`src/hw/rtl/fct_pkg.sv`:
```
// Shared constants, request codes and the control struct for the frustum cull test core.
package fct_pkg;

	localparam int PLANE_COUNT = 6;
	localparam int NORMAL_FRAC = 14;
	localparam int COEF_W = 16;
	localparam int PLANE_W = 4 * COEF_W;
	localparam int CFG_INDEX_W = 3;
	localparam int COORD_WIDTH_DEF = 16;

	// Primitive kinds; any other code is tested as a point
	localparam logic [1:0] REQ_POINT = 2'd0;
	localparam logic [1:0] REQ_SPHERE = 2'd1;
	localparam logic [1:0] REQ_BOX = 2'd2;

	// Control that moves from cell to cell with each request
	typedef struct packed {
		logic vld;
		logic visible;
	} ctl_t;

endpackage

```
`src/hw/rtl/fct_cell.sv`:
```
// One plane cell: holds a plane, tests the passing request against it, passes it on.
module fct_cell #(
	parameter int COORD_WIDTH = fct_pkg::COORD_WIDTH_DEF
) (
	input  logic                                clk,
	input  logic                                arst_n,
	input  logic                                cfg_we,
	input  logic [fct_pkg::PLANE_W-1:0]         cfg_data,
	input  fct_pkg::ctl_t                       in_ctl,
	input  logic [1:0]                          in_kind,
	input  logic signed [COORD_WIDTH-1:0]       in_x,
	input  logic signed [COORD_WIDTH-1:0]       in_y,
	input  logic signed [COORD_WIDTH-1:0]       in_z,
	input  logic [COORD_WIDTH-2:0]              in_r,
	input  logic [COORD_WIDTH-2:0]              in_hx,
	input  logic [COORD_WIDTH-2:0]              in_hy,
	input  logic [COORD_WIDTH-2:0]              in_hz,
	output fct_pkg::ctl_t                       out_ctl,
	output logic [1:0]                          out_kind,
	output logic signed [COORD_WIDTH-1:0]       out_x,
	output logic signed [COORD_WIDTH-1:0]       out_y,
	output logic signed [COORD_WIDTH-1:0]       out_z,
	output logic [COORD_WIDTH-2:0]              out_r,
	output logic [COORD_WIDTH-2:0]              out_hx,
	output logic [COORD_WIDTH-2:0]              out_hy,
	output logic [COORD_WIDTH-2:0]              out_hz
);

	localparam int PW = COORD_WIDTH + fct_pkg::COEF_W;
	localparam int SW = (COORD_WIDTH + 20 > 34) ? COORD_WIDTH + 20 : 34;
	localparam int CW = fct_pkg::COEF_W;

	logic [fct_pkg::PLANE_W-1:0] plane_q;

	logic signed [CW-1:0] nx, ny, nz, dofs;
	logic [CW:0] ax, ay, az;
	logic signed [PW-1:0] px, py, pz;
	logic [PW-1:0] bx, by, bz;

	fct_pkg::ctl_t ctl_s1;
	logic [1:0] kind_s1;
	logic signed [COORD_WIDTH-1:0] x_s1, y_s1, z_s1;
	logic [COORD_WIDTH-2:0] r_s1, hx_s1, hy_s1, hz_s1;
	logic signed [PW-1:0] px_s1, py_s1, pz_s1;
	logic [PW-1:0] bx_s1, by_s1, bz_s1;

	logic signed [SW-1:0] plane_dist, total;
	logic [SW-1:0] lim;
	logic outside;

	fct_pkg::ctl_t ctl_s2;
	logic [1:0] kind_s2;
	logic signed [COORD_WIDTH-1:0] x_s2, y_s2, z_s2;
	logic [COORD_WIDTH-2:0] r_s2, hx_s2, hy_s2, hz_s2;

	// Hold the plane word
	always_ff @(posedge clk or negedge arst_n) begin
		if (!arst_n) begin
			plane_q <= '0;
		end else if (cfg_we) begin
			plane_q <= cfg_data;
		end
	end

	// Unpack the plane and form the normal magnitudes
	always_comb begin
		nx = signed'(plane_q[CW-1:0]);
		ny = signed'(plane_q[2*CW-1:CW]);
		nz = signed'(plane_q[3*CW-1:2*CW]);
		dofs = signed'(plane_q[4*CW-1:3*CW]);
		ax = nx[CW-1] ? ((CW+1)'(0) - {nx[CW-1], nx}) : {1'b0, nx};
		ay = ny[CW-1] ? ((CW+1)'(0) - {ny[CW-1], ny}) : {1'b0, ny};
		az = nz[CW-1] ? ((CW+1)'(0) - {nz[CW-1], nz}) : {1'b0, nz};
	end

	// Products of the normal with the center and of its magnitude with the half sizes
	assign px = nx * in_x;
	assign py = ny * in_y;
	assign pz = nz * in_z;
	assign bx = ax * in_hx;
	assign by = ay * in_hy;
	assign bz = az * in_hz;

	// Stage 1: register the products and advance the request
	always_ff @(posedge clk or negedge arst_n) begin
		if (!arst_n) begin
			ctl_s1 <= '0;
		end else begin
			ctl_s1 <= in_ctl;
		end
	end

	always_ff @(posedge clk) begin
		kind_s1 <= in_kind;
		x_s1 <= in_x;
		y_s1 <= in_y;
		z_s1 <= in_z;
		r_s1 <= in_r;
		hx_s1 <= in_hx;
		hy_s1 <= in_hy;
		hz_s1 <= in_hz;
		px_s1 <= px;
		py_s1 <= py;
		pz_s1 <= pz;
		bx_s1 <= bx;
		by_s1 <= by;
		bz_s1 <= bz;
	end

	// Sum the distance, add the allowed margin and check the sign
	always_comb begin
		plane_dist = SW'(px_s1) + SW'(py_s1) + SW'(pz_s1)
			+ (SW'(dofs) <<< fct_pkg::NORMAL_FRAC);
		case (kind_s1)
			fct_pkg::REQ_SPHERE: lim = SW'(r_s1) << fct_pkg::NORMAL_FRAC;
			fct_pkg::REQ_BOX:    lim = SW'(bx_s1) + SW'(by_s1) + SW'(bz_s1);
			default:             lim = '0;
		endcase
		total = plane_dist + signed'(lim);
		outside = total[SW-1];
	end

	// Stage 2: fold this plane into the running flag and hand the request on
	always_ff @(posedge clk or negedge arst_n) begin
		if (!arst_n) begin
			ctl_s2 <= '0;
		end else begin
			ctl_s2.vld <= ctl_s1.vld;
			ctl_s2.visible <= ctl_s1.visible & ~outside;
		end
	end

	always_ff @(posedge clk) begin
		kind_s2 <= kind_s1;
		x_s2 <= x_s1;
		y_s2 <= y_s1;
		z_s2 <= z_s1;
		r_s2 <= r_s1;
		hx_s2 <= hx_s1;
		hy_s2 <= hy_s1;
		hz_s2 <= hz_s1;
	end

	assign out_ctl = ctl_s2;
	assign out_kind = kind_s2;
	assign out_x = x_s2;
	assign out_y = y_s2;
	assign out_z = z_s2;
	assign out_r = r_s2;
	assign out_hx = hx_s2;
	assign out_hy = hy_s2;
	assign out_hz = hz_s2;

endmodule

```
`config.mk`:
```
export PLATFORM = sky130hd
export DESIGN_NAME = fct_cell
export DESIGN_NICKNAME = d
export VERILOG_FILES = /design/src/hw/rtl/fct_pkg.sv /design/src/hw/rtl/fct_cell.sv
export SDC_FILE = /design/constraint.sdc
export NUM_CORES = 2
export LEC_CHECK = 0
export ABC_CLOCK_PERIOD_IN_PS = 12080
export BUFFER_PORTS_ARGS = -buffer_cell sky130_fd_sc_hd__buf_4
export CAP_MARGIN = 0
export CELL_PAD_IN_SITES_DETAIL_PLACEMENT = 1
export CELL_PAD_IN_SITES_GLOBAL_PLACEMENT = 2
export CORE_ASPECT_RATIO = 1.1
export CORE_MARGIN = 3
export CORE_UTILIZATION = 46
export CTS_CLUSTER_DIAMETER = 150
export DETAILED_ROUTE_END_ITERATION = 6
export GPL_TIMING_DRIVEN = 0
export PLACE_DENSITY = 0.94
export SKIP_CTS_REPAIR_TIMING = 1
export SLEW_MARGIN = 10
export SYNTH_ARGS = -nofsm -noshare
export SYNTH_HDL_FRONTEND = slang
export SYNTH_SLANG_ARGS = --single-unit
```
`constraint.sdc`:
```
create_clock -name clk -period 12.08 [get_ports clk]
set_input_delay 1.812 -clock clk [delete_from_list [all_inputs] [get_ports clk]]
set_output_delay 1.812 -clock clk [all_outputs]
set_load 0.03 [all_outputs]
```
# Word level (Yosys, flattened, before mapping)

Cells that the tools add are included.

$add $sub $neg: 9
Multiply operators: 6
Mux-type cells: 4
Bitwise gates (word level): 2
Eq/ne operators: 2

Operators by type and width:

| cell                                                                | count |
|---|---|
| 16-bit by 16-bit multiplier with 32-bit output                      | 3 |
| 17-bit by 15-bit multiplier with 32-bit output                      | 3 |
| 36-bit case mux with 2 select lines                                 | 1 |
| 33-bit by 32-bit adder with 34-bit output                           | 2 |
| 32-bit by 32-bit adder with 33-bit output                           | 2 |
| 17-bit two-way mux                                                  | 3 |
| 1-bit by 16-bit subtractor with 17-bit output, first input constant | 3 |
| 35-bit by 36-bit adder with 36-bit output                           | 1 |
| 34-bit by 30-bit adder with 35-bit output                           | 1 |
| 2-bit by 1-bit == test with 1-bit output, second input constant     | 1 |
| 2-bit == test, second input constant                                | 1 |
| 1-bit AND                                                           | 1 |
| 1-bit inverter                                                      | 1 |

Output and inout bits: 112
Register bits: 480
Logic and storage cells: 50
Bits of input ports: 179

# Logic depth before layout (Yosys ltp)

Depth after elaboration: 6
Depth in mapped cells: 30
Depth with buffers taken out: 29

# Worst setup path after synthesis

OpenSTA, ideal clock, no wires.

Path type: input -> register
Start point: input in_x[1]
End point: register px_s1[28]
Path slack: 4396 ps
Cell stages on the path: 23
Path buffers: 1
Arrival: 7605 ps
Setup time: 79 ps
Data required time: 12001 ps
Cell sequence: clkbuf_1 -> nand2_1 -> fa_1 -> inv_1 -> fa_1 -> inv_1 -> fa_1 -> fa_1 -> inv_1 -> fa_1 -> inv_1 -> fa_1 -> inv_1 -> ha_1 -> a21o_1 -> a211o_1 -> a211o_1 -> a31o_2 -> a211oi_2 -> a2111o_1 -> a21oi_1 -> or4_1 -> o211ai_1

Word-level cells in the longest chain between the ends: 1

Ends and longest elaborated chain:

| item                                           | line            | source |
|---|---|---|
| start: declaration                             | fct_cell.sv:11  | `input logic signed [COORD_WIDTH-1:0] in_x,` |
| 16-bit by 16-bit multiplier with 32-bit output | fct_cell.sv:77  | `assign px = nx * in_x;` |
| named net px[28]                               | fct_cell.sv:37  | `logic signed [PW-1:0] px, py, pz;` |
| end signal: assignment                         | fct_cell.sv:102 | `px_s1 <= px;` |
| end: declaration                               | fct_cell.sv:44  | `logic signed [PW-1:0] px_s1, py_s1, pz_s1;` |

The timed path passes the listed nets, and every way through them passes these cells.
A chain may end at the register's enable or synchronous reset.

# Final worst setup path

Start point: register plane_q[33] in the netlist's numbering
End point: register bz_s1[29]

Word-level cells in the longest chain between the ends: 3

Ends and longest elaborated chain:

| item                                             | line            | source |
|---|---|---|
| start: declaration                               | fct_cell.sv:33  | `logic [fct_pkg::PLANE_W-1:0] plane_q;` |
| start signal: assignment                         | fct_cell.sv:61  | `plane_q <= cfg_data;` |
| 1-bit by 16-bit subtractor with 17-bit output    | fct_cell.sv:73  | `az = nz[CW-1] ? ((CW+1)'(0) - {nz[CW-1], nz}) : {1'b0, nz};` |
| 17-bit two-way mux *                             | fct_cell.sv:73  |  |
| 17-bit by 15-bit multiplier with 32-bit output * | fct_cell.sv:82  | `assign bz = az * in_hz;` |
| named net bz[29]                                 | fct_cell.sv:38  | `logic [PW-1:0] bx, by, bz;` |
| end signal: assignment                           | fct_cell.sv:107 | `bz_s1 <= bz;` |
| end: declaration                                 | fct_cell.sv:45  | `logic [PW-1:0] bx_s1, by_s1, bz_s1;` |

Mark *: on every way through the listed nets, which the timed path passes. The rest lies on a longest branch.

==> results.toml <==
[outcome]
status = "completed"

[floorplanning]
rows = 150
ios = 291
die_h_um = 417.7
dieArea_um2 = 158800
die_width_um = 380.3
start_util = 0.4645
core_area_um2 = 152600

[logic_synthesis]
ys.flop_type = "dfxtp_1"
ys_ff_latch = 480
synth.top_cell.area_share = 0.4188
yosys_warnings = 0
netlist_top_cells_area = "fa_1, dfxtp_1, ha_1"
syn_inst = 7304
synth_area_um2 = 70880
yosysSeqAreaShare = 0.1404
synth.avg_cell_area_um2 = 9.705
async_flop_share = 0.1417
netlist-cell-type-count = 74
synth_edf_count = 0
synth_top_cell_by_area = "fa_1"

[worst_setup_path]
max_stage_delay_ns = 0.54
crit_path_end_kind = "flop"
crit_type = "reg2reg"
cp-start-kind = "flop"
critical_path_peak_fanout = 10
required_ns = 12.63
crit_path_top_delay_cell = "clkbuf_1"
crit_top_cell = "fa_1"
arrival_ns = 9.88

[routing]
detail_route.iter0.violations = 2591
vias = 51573
wirelength_um = 212800
dr.pass1.iters = 5
avgRoutedWirePerCell_um = 21.68
routed_via_density = 5.256
drc = 0
drtAntennaViolNets = 0

[timing]
finalSetupViolCount = 0
relSlewSlack = 0.1473
final_max_slew_viol_count = 0
tightest_slew_ns = 1.279
clock.fmax_ghz = 0.1072
final_hold_viol_count = 0
period_needed_ns = 9.324
fin_skew_ns = 0.03662
rsz0062_at_grt = "no"
fin_crit_sh = 0.7719
fin_setup_tns_ns = 0

[clocking]
cts_max_level = 2
cts.path.max_buffers = 3
clock_latency_ns = 0.71
cts_sinks = 480
cts-buffers-inserted = 58
cts_root_buffer = "clkbuf_16"
clk_pin_slew_ns = 0.07
cts_tree = "yes"

[worst_hold_path]
hold_path_class = "reg2reg"

[grt]
first_global_vias = 60432
grt_util_all_layers = 0.2747
antenna_found_initial = 17
grt_overflow = 0
grt_max_degree = 69
grt_pass1_wl_um = 334400

[placed_design]
gp_congestion = 0.9684
detailed_place_hpwl_um = 181300
port_buffers = 289

[cells_and_area]
mostFrequentLayoutCells = "inv_1, fa_1, nand2_1"
seqCellArea_um2 = 9950
multi_input_area_um2 = 53910
fillers = 17306
final_util = 0.5106
layout_commonest_cell = "inv_1"
area_delta_synth_final_pct = 9.920
drive_above_1_share = 0.06287
final_nets = 9974

[run]
maxCapViolCount = 0
==> per-layer routing <==
| layer | GRT usage | routed length, µm | vias to the layer above | part of all wire |
|---|---|---|---|---|
| li1 | - | - | 22581 | - |
| met1 | 0.3262 | 80440 | 27085 | 0.38 |
| met2 | 0.4791 | 106700 | 1408 | 0.50 |
| met3 | 0.04194 | 12210 | 497 | 0.057 |
| met4 | 0.1490 | 13390 | 2 | 0.063 |
| met5 | 0 | 12 | - | 0.000056 |
==> cells by family after synthesis <==
| group | share of synthesized area |
|---|---|
| AND/OR/NAND/NOR | 0.1370 |
| XOR/XNOR | 0.03052 |
| AO/OA/AOI/OAI | 0.05356 |
| other | 0.0001060 |
| adder cells (fa/ha/maj) | 0.5276 |
| multiplexers | 0.009479 |
| flip-flops | 0.1404 |
| buffers and inverters | 0.1014 |
==> final timing paths <==
path | startpoint | endpoint | slack, ns | depth (start not counted)
worst max-delay path | plane_q[33]$_DFFE_PN0P_ | bz_s1[29]$_DFF_P_ | 2.76 | 29
worst min-delay path | y_s1[6]$_DFF_P_ | out_y[6]$_DFF_P_ | 0.31 | 0
worst max register to register | plane_q[33]$_DFFE_PN0P_ | bz_s1[29]$_DFF_P_ | 2.76 | 29
worst min register to register | y_s1[6]$_DFF_P_ | out_y[6]$_DFF_P_ | 0.31 | 0
max in group asynchronous | arst_n | plane_q[35]$_DFFE_PN0P_ | 10.01 | 1
min in group asynchronous | arst_n | plane_q[18]$_DFFE_PN0P_ | 1.27 | 1
==> registers in the layout, summed over array words and instances, names as in the netlist, 15 cells and up <==
name and flops:
out_hx 15, py_s1 32, hy_s1 15, out_hy 15
out_hz 15, out_x 16, bz_s1 32, plane_q 64
z_s1 16, out_z 16, bx_s1 32, out_r 15
hz_s1 15, x_s1 16, y_s1 16, by_s1 32
out_y 16, px_s1 32, hx_s1 15, pz_s1 32
r_s1 15
==> through the flow <==
step                      area, µm²  cells  setup slack, ns  hold slack (ns)
after detailed placement      75780   9688            2.815           0.3132
after global placement        75780   9688            2.940           0.3099
after floorplan               71040   7347            4.396           0.3096
after CTS                     77880   9798            2.785           0.3151
final                         77910   9813            2.756           0.3127
after global routing          77880   9800            2.185           0.3164
==> Yosys cell counts, types with 4 or more instances <==
library cell,instances
nand4_1,14
o22ai_1,5
a22oi_1,11
nor2b_1,12
a211o_1,6
dfrtp_1,68
nor3_1,26
buf_2,5
o41ai_1,4
a21o_1,87
a31oi_1,13
dfxtp_1,412
a21oi_1,175
inv_1,1652
nand3_1,41
a21boi_0,6
a221oi_1,5
xnor2_1,193
o31ai_1,17
or3_1,19
ha_1,616
nor3b_1,4
o21a_1,26
o21ai_0,108
mux2_2,57
clkbuf_1,243
a2111o_1,5
a31o_2,8
or4_1,11
xor2_1,54
nand2_1,790
nor4_1,5
or2_2,6
nand2b_1,53
fa_1,1483
and2_1,767
and3_1,26
a211oi_1,21
buf_1,4
o211ai_1,15
o21bai_1,34
a2111oi_0,8
nor2_1,134
==> critical path: cells and delay by family (launching register included) <==
kind | cells | cell delay, ns
fa+ha+maj | 8 | 3.33
simple gates | 9 | 2.01
xor+xnor | 2 | 0.94
buf+inv | 6 | 1.00
compound gates | 4 | 1.36
flops | 1 | 0.53
==> layout make-up <==
type / count / area share
inverters: 1652 / 0.07959
flip-flops and latches: 480 / 0.1277
multi-input cells: 4959 / 0.6919
repair buffers: 289 / 0.02785
clock inverters: 36 / 0.005781
clock buffers: 74 / 0.02110
diodes: 15 / 0.0004818
plain buffers: 256 / 0.01269
well taps: 2052 / 0.03295
Power is left out: the tool's default activity adds up to more than one toggle a clock period on the data nets, which glitch-free logic cannot reach.
